### config.mk
export PLATFORM = sky130hd
export DESIGN_NAME = falu_div_cell
export DESIGN_NICKNAME = d
export VERILOG_FILES = /design/src/rtl/falu_pkg.sv /design/src/rtl/falu_div_cell.sv
export SDC_FILE = /design/constraint.sdc
export NUM_CORES = 1
export LEC_CHECK = 0
export BUFFER_PORTS_ARGS = -buffer_cell sky130_fd_sc_hd__buf_2
export CORE_AREA = 2 2 157 159
export CTS_CLUSTER_SIZE = 16
export DETAILED_ROUTE_END_ITERATION = 7
export DIE_AREA = 0 0 159 161
export SYNTH_ARGS = -nofsm -noshare
export SYNTH_HDL_FRONTEND = slang
export SYNTH_SLANG_ARGS = --single-unit
### constraint.sdc
create_clock -name i_clk -period 9.44 [get_ports i_clk]
set_input_delay 1.888 -clock i_clk [delete_from_list [all_inputs] [get_ports i_clk]]
set_output_delay 1.888 -clock i_clk [all_outputs]
set_load 0.03 [all_outputs]
### src/rtl/falu_pkg.sv
// Shared types and constants for the Q-format fixed-point ALU.
// No dependencies; imported by every module of the block.
package falu_pkg;

    localparam int FRAC_BITS = 8;
    localparam int DIV_CELLS = 32;
    localparam int STAGES    = DIV_CELLS + 2;

    typedef enum logic [3:0] {
        OP_ADD  = 4'd0,
        OP_SUB  = 4'd1,
        OP_MUL  = 4'd2,
        OP_DIV  = 4'd3,
        OP_LT   = 4'd4,
        OP_GT   = 4'd5,
        OP_LE   = 4'd6,
        OP_GE   = 4'd7,
        OP_EQ   = 4'd8,
        OP_NE   = 4'd9,
        OP_MIN  = 4'd10,
        OP_MAX  = 4'd11,
        OP_INC  = 4'd12,
        OP_DEC  = 4'd13,
        OP_FROM = 4'd14,
        OP_TO   = 4'd15
    } t_op;

    typedef struct packed {
        t_op                op;
        logic signed [31:0] res;
        logic               cmp;
        logic               ovf;
        logic        [31:0] rem;
        logic        [31:0] den;
        logic        [31:0] num;
        logic               neg;
        logic signed [63:0] prod;
    } t_cell;

endpackage

### src/rtl/falu_div_cell.sv
// One cell of the divider chain: develops one quotient bit and hands the word on.
// Depends on falu_pkg.
module falu_div_cell import falu_pkg::*; (
    input  logic  i_clk,
    input  logic  i_en,
    input  t_cell i_d,
    output t_cell o_q
);

    t_cell       r_q;
    t_cell       n_q;
    logic [32:0] r2;
    logic [32:0] diff;
    logic        ge;

    always_comb begin
        r2    = {i_d.rem, i_d.num[31]};
        diff  = r2 - {1'b0, i_d.den};
        ge    = r2 >= {1'b0, i_d.den};
        n_q   = i_d;
        n_q.rem = ge ? diff[31:0] : r2[31:0];
        n_q.num = {i_d.num[30:0], ge};
    end

    always_ff @(posedge i_clk) begin
        if (i_en) begin
            r_q <= n_q;
        end
    end

    assign o_q = r_q;

endmodule

After elaboration in Yosys (flattened, before gate mapping):

Cells that the tools add are included.

* $add $sub $neg: 1
* order comparisons: 1
* multiplexer cells: 1

Operator list (number)
* greater-or-equal comparator 33 x 32 -> 1 bit: 1
* 2-to-1 mux 32 bit: 1
* subtractor 32 bit: 1

* register bits: 199
* word-level logic and storage cells: 12

Longest topological paths before layout:

* depth after elaboration: 2
* gate-level depth with buffers: 13
* depth with buffers taken out: 11

Worst setup path before layout:

OpenSTA, ideal clock, no wires.

* path kind: input to register
* start point: in i_d[120] (netlist name)
* end point: reg r_q, in the netlist o_q[133] (data pin)
* library setup time: 0.260 ns
* arrival: 3.996 ns
* data required time: 9.180 ns
* path slack: 5.184 ns
* cell stages on the path: 11
* path buffers: 2
* cell sequence: inv_1 > ha_1 > buf_6 > and3_1 > o21a_1 > a311oi_2 > o21ai_1 > or3b_1 > o21a_1 > buf_6 > mux2_4

RTL lines
* start: declaration: RTL line falu_div_cell.sv:6 `input t_cell i_d,`
* end signal: assignment: RTL line falu_div_cell.sv:27 `r_q <= n_q;`
* end: declaration: RTL line falu_div_cell.sv:10 `t_cell r_q;`

==> impl_metrics.yaml <==
status:
  outcome: "complete, no violations"
worst_setup_path:
  cp.required_ns: 9.63
  crit_arrival_ns: 4.83
  crit_type: "input port to register"
  cp_max_fo: 43
  worstSetupEndpointType: "register"
  cp-start-kind: "input port"
cells_and_area:
  antenna_cells: 0
  final_common_cell: "buf_2"
  fin_util_pct: 46.8
  largest_reg_flops: 199
  nets: 1195
  layout_common_cells: "398 x buf_2, 199 x edfxtp_1, 54 x a21oi_1, 46 x inv_1, 37 x nor2_1"
  fill_cells: 2239
  final_layout_size_suffix_gt1_share_pct: 45.9
  area_growth_pct: 35.2
floorplan:
  io_pins: 400
  start_util_pct: 34.6
  fp.dieW_um: 159
  design.core.area_um2: 24000
  std_cell_rows: 57
  die_h_um: 161
  dieArea_um2: 25600
clock_network:
  cts_max_level: 4
  postCtsSetupBuffers: 0
  cts_buffers: 17
  cts.sinks: 199
  cts_buffer_depth: 2
  cts_resized: 0
  cts_root_buf: "clkbuf_16"
  tritoncts: "yes"
  clk_pin_slew_worst_paths_ns: 0.09
  hold_buffers: 0
yosys:
  yosys_warnings: 0
  synthTopCellsByArea: "edfxtp_1 72%, ha_1 4.8%, a21oi_1 3.3%, inv_1 2.1%, xnor2_1 1.7%"
  ys_ff_latch: 199
  ys_seq_area_share_pct: 72.0
  synth_top_area_share_pct: 72.0
  synth_edf_count: 199
  synth.distinct_cells: 49
  synthArstFlopShare_pct: 0
  synthCells: 558
  mappedNetlistArea_um2: 8300
  synth.net_count: 792
  synth_top_flop_cell: "edfxtp_1"
  synth_top_area_cell: "edfxtp_1"
  postSynthAreaPerCell_um2: 14.9
global_route:
  track_usage_pct: 19.8
  antenna_found_initial: 5
  overflow: 0
  grt_first_pass_wirelength_um: 37400
  grt_max_degree: 127
  grt_pass1_vias: 5986
route:
  first_iter_violations: 483
  route.met3.wl_um: 1630
  wl_met1_um: 10700
  viasPerCell: 4.71
  routed-wl-met2_um: 13100
  highest_layer: "met5"
  detail_route.wl_per_cell_um: 20.1
  totalWireLength_um: 26100
  drtAntennaViolNets: 0
  drc: 0
  num_vias: 6120
  firstDrtPassIters: 5
timing:
  fin_ws_ns: 4.80
  fin_crit_ns: 4.64
  setup_tns_ns: 0
  drv_slew: 0
  post-route-period-util_pct: 49.1
  hold_violations: 0
  rsz0062_at_grt: "no"
  setup_viol: 0
  worst_slew_pin_slew_ns: 1.05
  clock.fmax_mhz: 216
  maxSlewHeadroom_pct: 30.2
placed_design:
  place.gp.congestion: 0.843
  portBuffers: 399
  place_ws_ns: 4.36
  hpwlAfterDp_um: 20300
power_and_ir_drop:
  p_per_area_nw_per_um2: 208
  p_leak_nw: 4.93
  finalPower_mw: 2.34
  ir_drop_mv: 0.0893
hold_path:
  hold_depth: 1
  worst_hold_path_type: "input port to register"
flow_run:
  cap_violations: 0
## power by group
group | internal [mW] | switching (mW)
Sequential | 1.07 | 0.0199
Combinational | 0.157 | 0.342
Clock | 0.362 | 0.384
Total | 1.59 | 0.746
## per-layer routing
layer	GRT usage, %	up-vias
li1	-	2884
met1	24.3	2958
met2	34.0	238
met3	5.21	36
met4	6.98	4
met5	0	-
## synth_stat cells, types with 3 or more instances
cell       number
xor2_1         10
a211oi_1        3
mux2_4          8
nor2_1         37
clkbuf_1        6
o21bai_1        5
edfxtp_1      199
nand2_1        24
buf_2           5
o21a_1          6
xnor2_1        16
o21ai_0        17
nand4_1         8
a21o_1          8
inv_1          46
buf_6           5
o21ai_1         4
a21oi_1        54
o31ai_1         7
nand3_1         8
nor3_1          3
ha_1           32
nand2b_1        7
and2_1          3
a2111oi_0       3
## layout make-up
type / instances / area, um2 / area share [%]
Tap cell: 324 / 405 / 3.61
Inverter: 46 / 173 / 1.54
Sequential cell: 199 / 5980 / 53.2
Multi-Input combinational cell: 296 / 2040 / 18.2
Clock buffer: 18 / 429 / 3.82
Clock inverter: 14 / 178 / 1.58
Timing Repair Buffer: 401 / 2020 / 18.0
## critical path, cell delays in order
cell	delay, ns
buf_2	0.09
inv_1	0.04
ha_1	0.42
and3_1	0.32
nand4_1	0.20
nor4b_1	0.42
a21o_1	0.22
o21a_2	0.36
buf_4	0.48
mux2_4	0.34
## metrics by stage
| stage | area, um2 | hold slack [ns] | cells |
|---|---|---|---|
| 6_report | 11200 | 1.61 | 1298 |
| 4_1_cts | 11200 | 1.60 | 1298 |
| 3_5_place_dp | 10600 | 2.07 | 1266 |
| 5_1_grt | 11200 | 1.59 | 1298 |
| 3_3_place_gp | 10600 | 2.06 | 1266 |
| 2_1_floorplan | 8300 | 1.99 | 558 |
## path summary, 6_finish.rpt
path | startpoint | end | slack, ns
max | i_d[120] | o_q[152]$_DFFE_PP_ | 4.80
min | i_d[82] | o_q[83]$_DFFE_PP_ | 1.61
## logic make-up after synthesis
group | after synthesis | synth area share (%)
flops | 199 | 72.0
compound gates | 120 | 8.82
simple gates | 107 | 6.30
buf+inv | 63 | 3.42
fa+ha+maj | 33 | 5.06
xor+xnor | 26 | 2.74
mux | 10 | 1.69
Power figures use the tool's default switching activity.
