$ cat src/rtl/falu_pkg.sv
// Shared types and constants for the Q-format fixed-point ALU.
// No dependencies; imported by every module of the block.
package falu_pkg;

    localparam int FRAC_BITS = 8;
    localparam int DIV_CELLS = 32;
    localparam int STAGES    = DIV_CELLS + 2;

    typedef enum logic [3:0] {
        OP_ADD  = 4'd0,
        OP_SUB  = 4'd1,
        OP_MUL  = 4'd2,
        OP_DIV  = 4'd3,
        OP_LT   = 4'd4,
        OP_GT   = 4'd5,
        OP_LE   = 4'd6,
        OP_GE   = 4'd7,
        OP_EQ   = 4'd8,
        OP_NE   = 4'd9,
        OP_MIN  = 4'd10,
        OP_MAX  = 4'd11,
        OP_INC  = 4'd12,
        OP_DEC  = 4'd13,
        OP_FROM = 4'd14,
        OP_TO   = 4'd15
    } t_op;

    typedef struct packed {
        t_op                op;
        logic signed [31:0] res;
        logic               cmp;
        logic               ovf;
        logic        [31:0] rem;
        logic        [31:0] den;
        logic        [31:0] num;
        logic               neg;
        logic signed [63:0] prod;
    } t_cell;

endpackage

$ cat src/rtl/falu_prep.sv
// Entry cell: decodes the word, computes every operation but multiply and divide,
// forms the product and sets up the divider chain. Depends on falu_pkg.
module falu_prep import falu_pkg::*; (
    input  logic               i_clk,
    input  logic               i_en,
    input  logic        [3:0]  i_operation,
    input  logic signed [31:0] i_operand_a,
    input  logic signed [31:0] i_operand_b,
    output t_cell              o_q
);

    t_cell              r_q;
    t_cell              n_q;
    logic        [31:0] a_mag;
    logic        [31:0] b_mag;
    logic        [63:0] n64;
    logic signed [32:0] s_add;
    logic signed [32:0] s_sub;
    logic signed [32:0] s_inc;
    logic signed [32:0] s_dec;
    logic signed [31:0] to_bias;
    logic               lt;
    logic               eq;

    always_comb begin
        a_mag   = i_operand_a[31] ? (32'd0 - i_operand_a) : i_operand_a;
        b_mag   = i_operand_b[31] ? (32'd0 - i_operand_b) : i_operand_b;
        n64     = {32'd0, a_mag} << FRAC_BITS;
        s_add   = {i_operand_a[31], i_operand_a} + {i_operand_b[31], i_operand_b};
        s_sub   = {i_operand_a[31], i_operand_a} - {i_operand_b[31], i_operand_b};
        s_inc   = {i_operand_a[31], i_operand_a} + 33'sd1;
        s_dec   = {i_operand_a[31], i_operand_a} - 33'sd1;
        to_bias = i_operand_a[31] ? (i_operand_a + $signed({{(32 - FRAC_BITS){1'b0}},
                  {FRAC_BITS{1'b1}}})) : i_operand_a;
        lt      = i_operand_a < i_operand_b;
        eq      = i_operand_a == i_operand_b;

        n_q      = '0;
        n_q.op   = t_op'(i_operation);
        n_q.rem  = n64[63:32];
        n_q.num  = n64[31:0];
        n_q.den  = b_mag;
        n_q.neg  = i_operand_a[31] ^ i_operand_b[31];
        n_q.prod = i_operand_a * i_operand_b;

        case (t_op'(i_operation))
            OP_ADD: begin
                n_q.ovf = s_add[32] != s_add[31];
                n_q.res = n_q.ovf ? 32'sd0 : s_add[31:0];
            end
            OP_SUB: begin
                n_q.ovf = s_sub[32] != s_sub[31];
                n_q.res = n_q.ovf ? 32'sd0 : s_sub[31:0];
            end
            OP_INC: begin
                n_q.ovf = s_inc[32] != s_inc[31];
                n_q.res = n_q.ovf ? 32'sd0 : s_inc[31:0];
            end
            OP_DEC: begin
                n_q.ovf = s_dec[32] != s_dec[31];
                n_q.res = n_q.ovf ? 32'sd0 : s_dec[31:0];
            end
            OP_DIV: n_q.ovf = (b_mag == 32'd0) || (n64[63:32] >= b_mag);
            OP_LT:  n_q.cmp = lt;
            OP_GT:  n_q.cmp = !lt && !eq;
            OP_LE:  n_q.cmp = lt || eq;
            OP_GE:  n_q.cmp = !lt;
            OP_EQ:  n_q.cmp = eq;
            OP_NE:  n_q.cmp = !eq;
            OP_MIN: n_q.res = lt ? i_operand_a : i_operand_b;
            OP_MAX: n_q.res = (!lt && !eq) ? i_operand_a : i_operand_b;
            OP_FROM: begin
                n_q.ovf = i_operand_a[31:31 - FRAC_BITS] != {(FRAC_BITS + 1){i_operand_a[31]}};
                n_q.res = n_q.ovf ? 32'sd0 : (i_operand_a <<< FRAC_BITS);
            end
            OP_TO:  n_q.res = to_bias >>> FRAC_BITS;
            default: n_q.res = 32'sd0;
        endcase
    end

    always_ff @(posedge i_clk) begin
        if (i_en) begin
            r_q <= n_q;
        end
    end

    assign o_q = r_q;

endmodule

$ cat config.mk
export PLATFORM = sky130hd
export DESIGN_NAME = falu_prep
export DESIGN_NICKNAME = d
export VERILOG_FILES = /design/src/rtl/falu_pkg.sv /design/src/rtl/falu_prep.sv
export SDC_FILE = /design/constraint.sdc
export NUM_CORES = 2
export LEC_CHECK = 0
export BUFFER_PORTS_ARGS = -buffer_cell sky130_fd_sc_hd__clkbuf_2
export CORE_MARGIN = 1
export CORE_UTILIZATION = 25
export CTS_CLUSTER_SIZE = 30
export DETAILED_ROUTE_END_ITERATION = 10
export PLACE_DENSITY_LB_ADDON = 0.12
export SYNTH_ARGS = -nofsm -noshare
export SYNTH_HDL_FRONTEND = slang
export SYNTH_SLANG_ARGS = --single-unit
$ cat constraint.sdc
create_clock -name i_clk -period 20.4 [get_ports i_clk]
set_clock_uncertainty 0.2 [all_clocks]
set_input_delay 2.04 -clock i_clk [delete_from_list [all_inputs] [get_ports i_clk]]
set_output_delay 2.04 -clock i_clk [all_outputs]
set_load 0.01 [all_outputs]
# Yosys cells after proc, flatten, opt, wreduce, memory -nomap -nowiden
# Cells that the tools add are included.
# word_totals
latch_bits	0
input_bits	70
mem_count	0
mem_bits_ro	0
regBits	167
mem_bits_rw	0
out_inout_bits	199
wordCells	60
# op_classes
reduce_logical	7
addsub	7
n_div	0
n_eq_ne	20
n_mul	1
bitwise	1
magnitude_cmp	2
shift	0
n_mux	13
# op_table
operator	n
32-bit two-way mux	10
32-bit one-hot mux with 8 select lines	1
32-bit by 32-bit multiplier with 64-bit output	1
1-bit by 32-bit subtractor with 32-bit output (first input constant)	2
32-bit by 2-bit adder with 33-bit output (second input constant)	1
32-bit by 32-bit adder with 33-bit output	1
32-bit by 2-bit subtractor with 33-bit output (second input constant)	1
32-bit by 32-bit subtractor with 33-bit output	1
32-bit by 9-bit adder with 32-bit output (second input constant)	1
32-bit equality test	1
4-bit equality test (second input constant)	8
8-bit by 32-bit greater-or-equal comparator with 1-bit output	1
32-bit logical NOT	1
32-bit less-than comparator	1
4-bit by 3-bit equality test with 1-bit output (second input constant)	4
1-bit one-hot mux with 6 select lines	2
8-bit != test	1
4-bit by 1-bit equality test with 1-bit output (second input constant)	1
4-bit by 2-bit equality test with 1-bit output (second input constant)	1
4-bit logical NOT	1
1-bit != test	4
1-bit logical NOT	2
1-bit logical OR	2
1-bit logical AND	1
1-bit bitwise XOR	1

# Depth between registers and ports, before layout
# logic_depth
ltp_word	5
depth_mapped	33
mapped_depth_nobuf	29

# Least setup slack after synthesis
# Ideal clock, no wire load.
# synth_timing
kind	in2reg
start	in i_operand_a[31]
end	reg r_q (netlist bit o_q[62]), data pin
arrival_time_ps	10036
path_buffers	4
path_stages	29
slack_ps	9901
t_required_ps	19937
cell_sequence	clkbuf_1 > clkbuf_1 > clkbuf_1 > buf_1 > nand2_1 > inv_1 > fa_1 > inv_1 > fa_1 > inv_1 > fa_1 > fa_1 > inv_1 > fa_1 > inv_1 > fa_1 > inv_1 > fa_1 > inv_1 > fa_1 > ha_1 > and3_1 > and3_1 > and2_1 > and3_1 > a41oi_1 > a31oi_1 > a311oi_1 > xnor2_1
# synth_lines
element	line	text
start, declared	falu_prep.sv:7	input logic signed [31:0] i_operand_a,
end signal, assigned	falu_prep.sv:83	r_q <= n_q;
end, declared	falu_prep.sv:12	t_cell r_q;

==> impl_metrics.yaml <==
yosys:
  yosys-top-cells-count: "inv_1, fa_1, nand2_1"
  synth_flop_cell: "edfxtp_1"
  yosysMostFrequentCell: "inv_1"
  syn_area_um2: 49750
  synth_area_per_cell_um2: 9.078
  synth_top_area_frac: 0.4362
  syn-instance-count: 5481
  seq_area_frac_synth: 0.1008
  ys_seq_elements: 167
  synth_edf_count: 167
  synth_area_leaders: "fa_1, edfxtp_1, inv_1"
  yosys_warnings: 0
  synth_top_area_cell: "fa_1"
  synthArstFlopShare: 0
  synthDistinctLibCells: 90
min_path:
  holdCritPathClass: "in2reg"
  min_to: "o_q[198]"
  holdPathStages: 1
  min_from: "i_operation[3]"
outcome:
  run_status: "finished clean"
cts:
  cts-root-buf: "clkbuf_16"
  post_cts_buffers: 0
  cts_tree: "yes"
  cts-buffers-inserted: 17
  hold_buffers: 0
  cts_sinks: 167
  htree_levels: 4
  clock_path_buffers: 2
  cts_resized: 0
  clkTransAtPathRegs_ps: 90
routing:
  drc: 0
  final_antenna_net_count: 0
  routed_wl_mm: 205.6
  first_pass_iters: 6
  drt_iter0_drc: 2484
  wire_per_inst_um: 25.16
  via_per_inst: 4.724
  via_count: 38605
flow_run:
  max_cap_violations: 0
sta:
  max_freq_ghz: 0.08747
  setup-violations-final: 0
  fin_crit_ps: 11430
  fin_crit_sh: 0.5604
  hold_viol_final: 0
  setup_tns_ps: 0
  worstMarginPinSlew_ps: 1245
  rsz0062_at_grt: "false"
  finalMaxSlewViolations: 0
  slew_headroom: 0.1592
final_layout:
  nNetsFinal: 6936
  final_cells: 8172
  largest_register_ffs: 167
  final_core_util: 0.2754
  final_layout_size_suffix_gt1_frac: 0.07851
  fill_cells: 21475
  design_area_um2: 54360
  area_growth_pct: 9.259
global_route:
  grt_pass1_wl_mm: 301.4
  antenna_found_initial: 11
  grt-ovfl-total: 0
  grt_max_degree: 61
  grt.total_usage: 0.2089
  grt_pass1_vias: 41301
floorplanning:
  fp.dieH_um: 448.1
  die_w_um: 448.1
  die_area_um2: 200800
  ioPinCount: 269
  initial_core_util: 0.2520
  core_um2: 197400
  num_rows: 163
critical_path:
  cp.required_ps: 20520
  path_buf_inv: 7
  slowest_stage: "fa_1"
  critPathArrivalTime_ps: 11550
  cp-end-kind: "flop"
  cp_top_family: "adder cells"
  crit_top_cell: "fa_1"
  crit_path_start_kind: "input port"
  cp_max_fo: 33
  critPathKind: "in2reg"
  slowest_delay_ps: 1090
placed_design:
  hpwl_mm: 160.5
  placed_area_um2: 53750
  dpl.cell_count: 8136
  routabilityCongestion: 0.8786
  numPortBuffers: 236
[layout by cell type, fill, tap and decap left out, drive strengths merged, types with 23 or more instances in the layout]
cell type	count
nand3	43
a221oi	23
ha	267
fa	1084
conb	32
mux2i	37
xor2	34
o31ai	23
clkbuf	249
nor3	48
inv	1100
edfxtp	167
nand2	633
nand4	23
a21o	48
o21ai	121
nor2	352
nand2b	32
a21oi	196
o221ai	28
or3	28
buf	114
and2	359
xnor2	142
[cells by family (layout without fill, tap and decap cells)]
kind of cell	Yosys count	count (layout)	share of synthesized area
other cells	1	36	0.00007537
fa+ha+maj	1351	1351	0.5033
mux	39	39	0.007896
xor+xnor	176	176	0.03098
buf+inv	1464	1480	0.1134
flops	167	167	0.1008
compound gates	672	672	0.08968
simple gates	1611	1611	0.1539
[metal layers]
metal,wire length (um),up-vias,GRT usage,part of all wire
li1,-,16909,-,-
met1,87170,20426,0.2683,0.42
met2,102200,1043,0.3577,0.50
met3,8626,227,0.02753,0.042
met4,7616,0,0.07422,0.037
met5,0,-,0,0
[how the worst max path moves through the flow]
stage / cells past startpoint / to / from / slack, ps
after detailed placement: 27 / o_q[62] / i_operand_b[4] / 8240
final: 27 / o_q[63] / i_operand_b[4] / 8970
after global routing: 27 / o_q[62] / i_operand_b[4] / 8560
after floorplan: 29 / o_q[62] / i_operand_a[31] / 9900
after global placement: 27 / o_q[62] / i_operand_b[4] / 8210
after CTS: 27 / o_q[62] / i_operand_b[4] / 8860
[area by class of cell]
class,instances,area [um2],area share
Antenna cell,4,10.01,0.0001841
Clock buffer,17,425.4,0.007826
Clock inverter,15,176.4,0.003245
Inverter,1102,4136,0.07609
Multi-Input combinational cell,3881,39280,0.7226
Sequential cell,167,5015,0.09225
Tap cell,2640,3303,0.06076
Timing Repair Buffer,346,2016,0.03708
[stage by stage]
stage | hold WS (ps) | setup slack [ps]
final | 1537 | 8968
after global routing | 1507 | 8555
after floorplan | 1939 | 9901
after CTS | 1478 | 8861
after detailed placement | 2133 | 8238
after global placement | 2143 | 8209
Power is not shown: default switching activity piles up to over one toggle a cycle in this logic, so the estimate is an artifact.
