[config.mk]
export PLATFORM = sky130hd
export DESIGN_NAME = falu_finish
export DESIGN_NICKNAME = d
export VERILOG_FILES = /design/src/rtl/falu_pkg.sv /design/src/rtl/falu_finish.sv
export SDC_FILE = /design/constraint.sdc
export NUM_CORES = 1
export LEC_CHECK = 0
export BUFFER_PORTS_ARGS = -buffer_cell sky130_fd_sc_hd__buf_2
export CORE_MARGIN = 4
export CORE_UTILIZATION = 51
export CTS_CLUSTER_SIZE = 28
export DETAILED_ROUTE_END_ITERATION = 6
export PLACE_DENSITY = 0.8
export SLEW_MARGIN = 20
export SYNTH_ARGS = -nofsm -noshare
export SYNTH_HDL_FRONTEND = slang
export SYNTH_SLANG_ARGS = --single-unit
[constraint.sdc]
create_clock -name i_clk -period 6.47 [get_ports i_clk]
set_clock_uncertainty 0.05 [all_clocks]
set_input_delay 0.647 -clock i_clk [delete_from_list [all_inputs] [get_ports i_clk]]
set_output_delay 0.647 -clock i_clk [all_outputs]
set_load 0.005 [all_outputs]
[src/rtl/falu_pkg.sv]
// Shared types and constants for the Q-format fixed-point ALU.
// No dependencies; imported by every module of the block.
package falu_pkg;

    localparam int FRAC_BITS = 8;
    localparam int DIV_CELLS = 32;
    localparam int STAGES    = DIV_CELLS + 2;

    typedef enum logic [3:0] {
        OP_ADD  = 4'd0,
        OP_SUB  = 4'd1,
        OP_MUL  = 4'd2,
        OP_DIV  = 4'd3,
        OP_LT   = 4'd4,
        OP_GT   = 4'd5,
        OP_LE   = 4'd6,
        OP_GE   = 4'd7,
        OP_EQ   = 4'd8,
        OP_NE   = 4'd9,
        OP_MIN  = 4'd10,
        OP_MAX  = 4'd11,
        OP_INC  = 4'd12,
        OP_DEC  = 4'd13,
        OP_FROM = 4'd14,
        OP_TO   = 4'd15
    } t_op;

    typedef struct packed {
        t_op                op;
        logic signed [31:0] res;
        logic               cmp;
        logic               ovf;
        logic        [31:0] rem;
        logic        [31:0] den;
        logic        [31:0] num;
        logic               neg;
        logic signed [63:0] prod;
    } t_cell;

endpackage

[src/rtl/falu_finish.sv]
// Final cell: rounds and range-checks multiply and divide, holds the output word.
// Depends on falu_pkg.
module falu_finish import falu_pkg::*; (
    input  logic               i_clk,
    input  logic               i_en,
    input  t_cell              i_d,
    output logic signed [31:0] o_result_value,
    output logic               o_compare_true,
    output logic               o_overflow
);

    logic signed [31:0] r_res;
    logic               r_cmp;
    logic               r_ovf;
    logic signed [31:0] n_res;
    logic               n_cmp;
    logic               n_ovf;
    logic        [63:0] m;
    logic        [63:0] mq;
    logic        [63:0] mlim;
    logic        [63:0] mqr;
    logic               mneg;
    logic               mremnz;
    logic        [32:0] dlim;
    logic        [32:0] dqr;
    logic               dremnz;
    logic               drnd;

    always_comb begin
        mneg   = i_d.prod[63];
        m      = mneg ? (64'd0 - i_d.prod) : i_d.prod;
        mq     = m >> FRAC_BITS;
        mremnz = m[FRAC_BITS - 1:0] != '0;
        mlim   = mneg ? 64'h8000_0000 : 64'h7FFF_FFFF;
        mqr    = mq + {63'd0, m[FRAC_BITS - 1]};
        dlim   = i_d.neg ? 33'h1_0000_0000 >> 1 : 33'h0_7FFF_FFFF;
        dremnz = i_d.rem != 32'd0;
        drnd   = dremnz && ({i_d.rem, 1'b0} >= {1'b0, i_d.den});
        dqr    = {1'b0, i_d.num} + {32'd0, drnd};

        n_res = i_d.res;
        n_cmp = i_d.cmp;
        n_ovf = i_d.ovf;
        case (i_d.op)
            OP_MUL: begin
                n_ovf = (mq > mlim) || (mq == mlim && mremnz);
                n_res = n_ovf ? 32'sd0 : (mneg ? (32'sd0 - mqr[31:0]) : mqr[31:0]);
            end
            OP_DIV: begin
                n_ovf = i_d.ovf || ({1'b0, i_d.num} > dlim)
                        || ({1'b0, i_d.num} == dlim && dremnz);
                n_res = n_ovf ? 32'sd0 : (i_d.neg ? (32'sd0 - dqr[31:0]) : dqr[31:0]);
            end
            default: n_res = i_d.res;
        endcase
    end

    always_ff @(posedge i_clk) begin
        if (i_en) begin
            r_res <= n_res;
            r_cmp <= n_cmp;
            r_ovf <= n_ovf;
        end
    end

    assign o_result_value = r_res;
    assign o_compare_true = r_cmp;
    assign o_overflow     = r_ovf;

endmodule

# Word-level counts from Yosys, hierarchy flattened
# Cells that the tools add are included.
[totals] elab_cells=32 register_bits=34 input_bits=201
[op_classes] mux=9 n_reduce_logical=8 n_eq_ne=4 n_lt_le_gt_ge=3 addsub=5
[op_table] op="32-bit 2-to-1 mux" count=6
[op_table] op="32-bit by 1-bit adder with 32-bit output" count=2
[op_table] op="64-bit 2-to-1 mux" count=1
[op_table] op="32-bit case mux with 2 select lines" count=1
[op_table] op="1-bit by 32-bit subtractor with 32-bit output (first input constant)" count=2
[op_table] op="1-bit by 64-bit subtractor with 64-bit output (first input constant)" count=1
[op_table] op="56-bit by 32-bit equality test with 1-bit output" count=1
[op_table] op="56-bit by 32-bit > comparator with 1-bit output" count=1
[op_table] op="33-bit by 32-bit greater-or-equal comparator with 1-bit output" count=1
[op_table] op="32-bit equality test" count=1
[op_table] op="32-bit > comparator" count=1
[op_table] op="32-bit nonzero test" count=1
[op_table] op="4-bit by 2-bit equality test with 1-bit output (second input constant)" count=2
[op_table] op="8-bit nonzero test" count=1
[op_table] op="1-bit logical AND" count=3
[op_table] op="1-bit logical OR" count=3
[op_table] op="1-bit case mux with 2 select lines" count=1

# Logic depth before layout (Yosys ltp)
# Gate-level depths: netlist (run 1).
[logic_depth] ltp_word=7 depth_mapped=29

# Worst setup path before layout (run 1)
# Ideal clock, no wire load.
[synth_timing] path_type="input to register" startpoint="input port i_d[63] (netlist name)" endpoint="register r_res[31], in the netlist o_result_value[31] (data pin)" required_ns=6.158 stages=24 slack_ns=-0.082 arrival_ns=6.240 path_cell_list="buf_2 -> buf_1 -> buf_2 -> clkbuf_1 -> buf_1 -> clkbuf_1 -> buf_1 -> nand2_1 -> xnor2_1 -> ha_1 -> ha_1 -> clkbuf_1 -> and3b_1 -> a31o_2 -> a311oi_2 -> a211o_4 -> nand3_1 -> a2111o_1 -> a222oi_1 -> nand2_1 -> or3_4 -> o41ai_2 -> xnor2_1 -> o21ai_2"
[synth_via] elab_chain_len=7 elab_cells_between_ends=13 classes_between="add/sub: 3; order compare: 1; eq/ne: 1; mux: 5; reduce/logical: 3"
[synth_lines] element="start, declared" line="falu_finish.sv:6" text="input t_cell i_d,"
[synth_lines] element="parallel branches: the longest is 5 deep, another holds 1-bit by 64-bit subtractor with 64-bit output"
[synth_lines] element="32-bit 2-to-1 mux (*)" line="falu_finish.sv:47" text="n_res = n_ovf ? 32'sd0 : (mneg ? (32'sd0 - mqr[31:0]) : mqr[31:0]);"
[synth_lines] element="32-bit case mux with 2 select lines (*)" line="falu_finish.sv:44" text="case (i_d.op)"
[synth_lines] element="named net n_res[31]" line="falu_finish.sv:15" text="logic signed [31:0] n_res;"
[synth_lines] element="end signal, assigned" line="falu_finish.sv:60" text="r_res <= n_res;"
[synth_lines] element="end, declared" line="falu_finish.sv:12" text="logic signed [31:0] r_res;"
# Mark *: on every way through the listed nets, which the timed path passes.
# A chain may end at the register's enable or synchronous reset.

# Worst setup path in the final report (run 1)
[layout_timing] startpoint="input port i_d[98] (netlist name)" endpoint="register r_res[30], in the netlist o_result_value[30] (data pin)"
[layout_via] elab_chain_len=7
[layout_lines] element="33-bit by 32-bit greater-or-equal comparator with 1-bit output (*)" line="falu_finish.sv:38" text="drnd = dremnz && ({i_d.rem, 1'b0} >= {1'b0, i_d.den});"
[layout_lines] element="1-bit logical AND (*)" line="falu_finish.sv:38"
[layout_lines] element="32-bit by 1-bit adder with 32-bit output (*)" line="falu_finish.sv:39" text="dqr = {1'b0, i_d.num} + {32'd0, drnd};"
[layout_lines] element="1-bit by 32-bit subtractor with 32-bit output" line="falu_finish.sv:52" text="n_res = n_ovf ? 32'sd0 : (i_d.neg ? (32'sd0 - dqr[31:0]) : dqr[31:0]);"
[layout_lines] element="32-bit 2-to-1 mux (*) (2 in a row)" line="falu_finish.sv:52"
[layout_lines] element="32-bit case mux with 2 select lines (*)" line="falu_finish.sv:44"
[layout_lines] element="named net n_res[30]" line="falu_finish.sv:15"
# The timed path passes the listed nets; every way through them passes the cells marked *.

==> results.sh, run 1 <==
export IMPL_status="complete, no violations"
export IMPL_io_pins=235
export IMPL_vias=11230
export IMPL_syn_area_um2=9480
export IMPL_coreArea_um2=18150
export IMPL_start_util=0.5224
export IMPL_rows=49
export IMPL_grt_util_met2=0.4918
export IMPL_grt_pass1_vias=10460
export IMPL_clkPwrFrac=0.268
export IMPL_grt_util_met1=0.4013
export IMPL_period_minus_slack_ns=6.112
export IMPL_crit_family="compound AO/OA/AOI/OAI gates"
export IMPL_first_pass_iters=7
export IMPL_critPathCaptureType="register"
export IMPL_swShare=0.3838
export IMPL_place_gp_congestion=0.9812
export IMPL_die_y_um=144.3
export IMPL_synthesis_nets=1610
export IMPL_ir_worst_vdd_uv=132.4
export IMPL_port_buffer_count=234
export IMPL_cpPeakStageDelay_ns=0.46
export IMPL_yosysSeqAreaShare=0.1077
export IMPL_h_tree_depth=2
export IMPL_cp_required_ns=6.43
export IMPL_layout_setup_ws_ns=0.3577
export IMPL_hp_class="primary input to register"
export IMPL_yosysWarningCount=0
export IMPL_die_area_um2=20830
export IMPL_switchingPower_mw=0.4524
export IMPL_synth_ff_type="edfxtp_1"
export IMPL_cts_path_max_buffers=2
export IMPL_synth_edff_count=34
export IMPL_cp_max_fo=8
export IMPL_cp_common_cell="o21a_1"
export IMPL_gr_usage_all_layers=0.3009
export IMPL_final_nets=1803
export IMPL_p_int_mw=0.7263
export IMPL_pwr_share_comb=0.501
export IMPL_insertedDiodeCount=0
export IMPL_worstHoldStart="i_d[162]"
export IMPL_finalCritPeriodShare=0.9447
export IMPL_synth_async_sr_flop_share=0
export IMPL_relSlewSlack=0.2699
export IMPL_detail_route_antenna_nets=0
export IMPL_grtUsageMet3=0.04993
export IMPL_setup_viol=0
export IMPL_cp_arrival_ns=6.08
export IMPL_final_cell_mix="buf_2 (234), nand2_1 (113), xnor2_1 (99), nor2_1 (98), o21ai_0 (82)"
export IMPL_dp_hpwl_mm=26.86
export IMPL_cp_startpoint="i_d[98]"
export IMPL_leakage_nw=4.396
export IMPL_maxCapViolCount=0
export IMPL_cts_tree="built"
export IMPL_grt_pass1_wl_mm=51.63
export IMPL_die_w_um=144.3
export IMPL_cp_slowest_cell="or3b_4"
export IMPL_antenna_found_initial=0
export IMPL_synth_seq_cells=34
export IMPL_mostFrequentLayoutCell="buf_2"
export IMPL_hold_buffers=0
export IMPL_fillCellCount=1699
export IMPL_avgSynthCellArea_um2=7.085
export IMPL_tightest_slew_ns=1.095
export IMPL_grt_start_max_net_pins=86
export IMPL_numCtsBuffers=5
export IMPL_place_ws_ns=-0.04767
export IMPL_postLayoutCoreUtil=0.6092
export IMPL_p_per_area_nw_per_um2=106.6
export IMPL_synth_cells=1338
export IMPL_final_max_slew_violation_count=0
export IMPL_hold_ws_ns=0.4980
export IMPL_wl_mm=32.70
export IMPL_power_mw=1.179
export IMPL_grt_ovfl_total=0
export IMPL_hold_viol=0
export IMPL_busiest_layer="met2"
export IMPL_critPathBufInv=3
export IMPL_rsz0062_at_grt="yes"
export IMPL_startpoint_type="primary input"
export IMPL_route_detailed_drc=0
export IMPL_clkTransAtPathRegs_ns=0.06
export IMPL_setup_worst_path_class="primary input to register"
export IMPL_drive_above_1_share=0.2095
export IMPL_max_clock_freq_ghz=0.1636
export IMPL_area_growth_pct=16.62
export IMPL_synth_cell_type_count=89
export IMPL_drtIter0Drc=1135
export IMPL_clock_sinks=34
export IMPL_cts_root_buf="clkbuf_16"
export IMPL_pwr_share_seq=0.232
export IMPL_drt_vias_per_instance=6.376
export IMPL_wl_per_cell_um=18.57
==> power by group through the flow <==
stage	registers (mW)	clock network, mW	logic, mW
detailed placement	0.277	0	0.576
finish	0.273	0.316	0.590
global placement	0.277	0	0.565
CTS	0.273	0.318	0.579
global route	0.274	0.326	0.653
floorplan	0.277	0	0.362
==> registers in the layout, summed over array words and instances, names as in the netlist <==
signal	flops
o_result_value	32
o_compare_true	1
o_overflow	1
==> final cells by class <==
type | count | area, um2 | share of cell area
well taps | 229 | 286.5 | 0.02592
flip-flops and latches | 34 | 1021 | 0.09235
clock buffers | 5 | 125.1 | 0.01132
repair buffers | 260 | 1366 | 0.1236
inverters | 61 | 229.0 | 0.02071
clock inverters | 3 | 68.82 | 0.006225
multi-input cells | 1169 | 7959 | 0.7199
==> cells in the mapped netlist, drive strengths merged (25+ instances only) <==
| master | n | area [um2] |
|---|---|---|
| xor2 | 67 | 586.8 |
| nor4 | 39 | 289.0 |
| nand2 | 114 | 430.4 |
| a21oi | 59 | 295.3 |
| nand3 | 62 | 310.3 |
| edfxtp | 34 | 1021 |
| xnor2 | 99 | 867.1 |
| nor2 | 98 | 367.9 |
| o21ai | 91 | 459.2 |
| inv | 59 | 221.5 |
| nor3 | 70 | 370.4 |
| clkbuf | 49 | 183.9 |
| ha | 71 | 888.4 |
| or3 | 25 | 161.4 |
| buf | 25 | 126.4 |
| nand4 | 59 | 381.6 |
==> metrics by stage <==
step	cells	instance area [um2]	TNS, ns
floorplan	1338	9482	0
global placement	1752	10820	0
detailed placement	1752	10820	-0.04767
CTS	1760	11010	0
global route	1761	11060	-0.09790
finish	1761	11060	0
==> cells by family after synthesis <==
group,share of synthesized area
flip-flops,0.1077
buffers and inverters,0.05688
multiplexers,0.009898
AO/OA/AOI/OAI,0.2451
adder cells (fa/ha/maj),0.09370
AND/OR/NAND/NOR,0.3334
XOR/XNOR,0.1534
==> path summary, 6_finish.rpt <==
| kind | endpoint | slack [ns] | depth (start not counted) |
|---|---|---|---|
| setup / recovery | o_result_value[30] | 0.36 | 30 |
| hold / removal | o_compare_true | 0.50 | 1 |
==> per-layer routing <==
layer / up-vias / routed length [um]
met5: - / 0
met4: 0 / 1200
met3: 85 / 2978
met2: 574 / 14920
met1: 5147 / 13600
li1: 5423 / -
==> repair_timing <==
item | 4_1_cts | 5_1_grt
gates resized for setup | 0 | 11
setup buffers | 0 | 1
endpoints found under the setup margin | 0 | 10
Power figures use the tool's default switching activity.
==> run 2, diff against run 1 <==
CORE_MARGIN = unset   (was 4)
==> results.sh, run 2 (same netlist as run 1, synthesis figures left out) <==
export IMPL_cp_required_ns=6.43
export IMPL_start_util=0.5242
export IMPL_die_area_um2=19140
export IMPL_cp_arrival_ns=6.09
export IMPL_holdPathEnd="o_compare_true"
export IMPL_area_growth_pct=16.01
export IMPL_rsz0062_at_grt="no"
export IMPL_place_ws_ns=0.02660
export IMPL_fillCellCount=1714
export IMPL_port_buffer_count=234
export IMPL_largest_reg_flops=32
export IMPL_finalCritPeriodShare=0.9472
export IMPL_place_gp_congestion=1.012
export IMPL_antenna_found_initial=0
export IMPL_clkTransAtPathRegs_ns=0.05
export IMPL_maxCapViolCount=0
export IMPL_wl_per_cell_um=17.95
export IMPL_dp_hpwl_mm=25.93
export IMPL_grt_start_max_net_pins=58
export IMPL_status="complete, but fails checks"
export IMPL_cts_root_buf="clkbuf_16"
export IMPL_setup_worst_path_class="primary input to register"
export IMPL_first_pass_iters=7
export IMPL_coreArea_um2=18090
export IMPL_final_max_slew_violation_count=0
export IMPL_grt_pass1_wl_mm=50.56
export IMPL_numCtsBuffers=5
export IMPL_relSlewSlack=0.3199
export IMPL_drt_vias_per_instance=6.383
export IMPL_cts_path_max_buffers=2
export IMPL_clock_sinks=34
export IMPL_hold_depth=1
export IMPL_leakage_nw=4.367
export IMPL_critPathBufInv=3
export IMPL_critPathCaptureType="register"
export IMPL_grt_pass1_vias=10190
export IMPL_detail_route_antenna_nets=0
export IMPL_max_clock_freq_ghz=0.1632
export IMPL_worstHoldStart="i_d[162]"
export IMPL_ir_worst_vdd_uv=116.7
export IMPL_dpl_cell_area_um2=10790
export IMPL_gr_usage_all_layers=0.3175
export IMPL_design_area_um2=11000
export IMPL_p_per_area_nw_per_um2=105.9
export IMPL_cp_max_fo=7
export IMPL_drive_above_1_share=0.2050
export IMPL_route_detailed_drc=33
export IMPL_cp_slowest_cell="or3b_2"
export IMPL_grt_ovfl_total=0
export IMPL_layout_setup_ws_ns=0.3413
export IMPL_tightest_slew_ns=1.016
export IMPL_die_y_um=138.3
export IMPL_cts_tree="built"
export IMPL_mostFrequentLayoutCell="buf_2"
export IMPL_cp_depth=30
export IMPL_setup_viol=0
export IMPL_startpoint_type="primary input"
export IMPL_final_nets=1798
export IMPL_h_tree_depth=2
export IMPL_rows=49
export IMPL_io_pins=235
export IMPL_cts_setup_buffers=0
export IMPL_wl_mm=31.53
export IMPL_multi_input_area_um2=7944
export IMPL_period_minus_slack_ns=6.129
export IMPL_power_mw=1.165
export IMPL_cp_common_cell="o21a_1"
export IMPL_final_cell_mix="buf_2 (234), nand2_1 (113), xnor2_1 (99), nor2_1 (97), o21ai_0 (82)"
export IMPL_vias=11210
export IMPL_drtIter0Drc=1239
export IMPL_fin_setup_tns_ns=0
export IMPL_hp_class="primary input to register"
export IMPL_cpPeakStageDelay_ns=0.48
export IMPL_crit_family="compound AO/OA/AOI/OAI gates"
export IMPL_insertedDiodeCount=0
export IMPL_ff_latch_area_um2=1021
export IMPL_die_w_um=138.3
export IMPL_violations="design-rule violations"
export IMPL_hold_viol=0
## run 2: final cells by class
class | count | share of cell area
Inverter | 61 | 0.02082
Sequential cell | 34 | 0.09283
Timing Repair Buffer | 255 | 0.1208
Clock inverter | 3 | 0.005802
Tap cell | 229 | 0.02605
Clock buffer | 5 | 0.01138
Multi-Input combinational cell | 1169 | 0.7223
## run 2: repair_timing
action	in CTS	in global routing
setup endpoints to repair	0	8
resized for setup	0	8
hold buffers	0	0
endpoints found under the hold margin	0	0
## run 2: layer usage
layer	track usage	wire [um]	up-vias
li1	-	-	5408
met3	0.04780	2780	76
met2	0.5279	14510	557
met1	0.4217	13290	5168
met5	0	0	-
met4	0.09876	949	0
## run 2: report_power, final
group	internal, mW	switching (mW)	leakage, nW	total, mW
logic	0.238	0.349	3.94	0.588
clock network	0.219	0.0855	0.0915	0.305
registers	0.265	0.00723	0.332	0.273
total	0.723	0.442	4.37	1.16
## run 2: worst max path at each step
stage / endpoint / slack, ns / start
finish: o_result_value[30] / 0.34 / i_d[98]
global route: o_result_value[25] / 0.03 / i_d[98]
CTS: o_result_value[25] / 0.30 / i_d[98]
detailed placement: o_result_value[25] / 0.03 / i_d[98]
global placement: o_result_value[25] / 0.19 / i_d[98]
floorplan: o_result_value[31] / 0.04 / i_d[63]
## run 2: through the flow
stage | util | cells | hold slack (ns)
after floorplan | - | 1338 | 0.6959
final | 0.6081 | 1756 | 0.5038
after global placement | 0.5963 | 1748 | 0.7844
after global routing | 0.6081 | 1756 | 0.5018
after detailed placement | 0.5963 | 1748 | 0.7881
after CTS | 0.6068 | 1756 | 0.5037
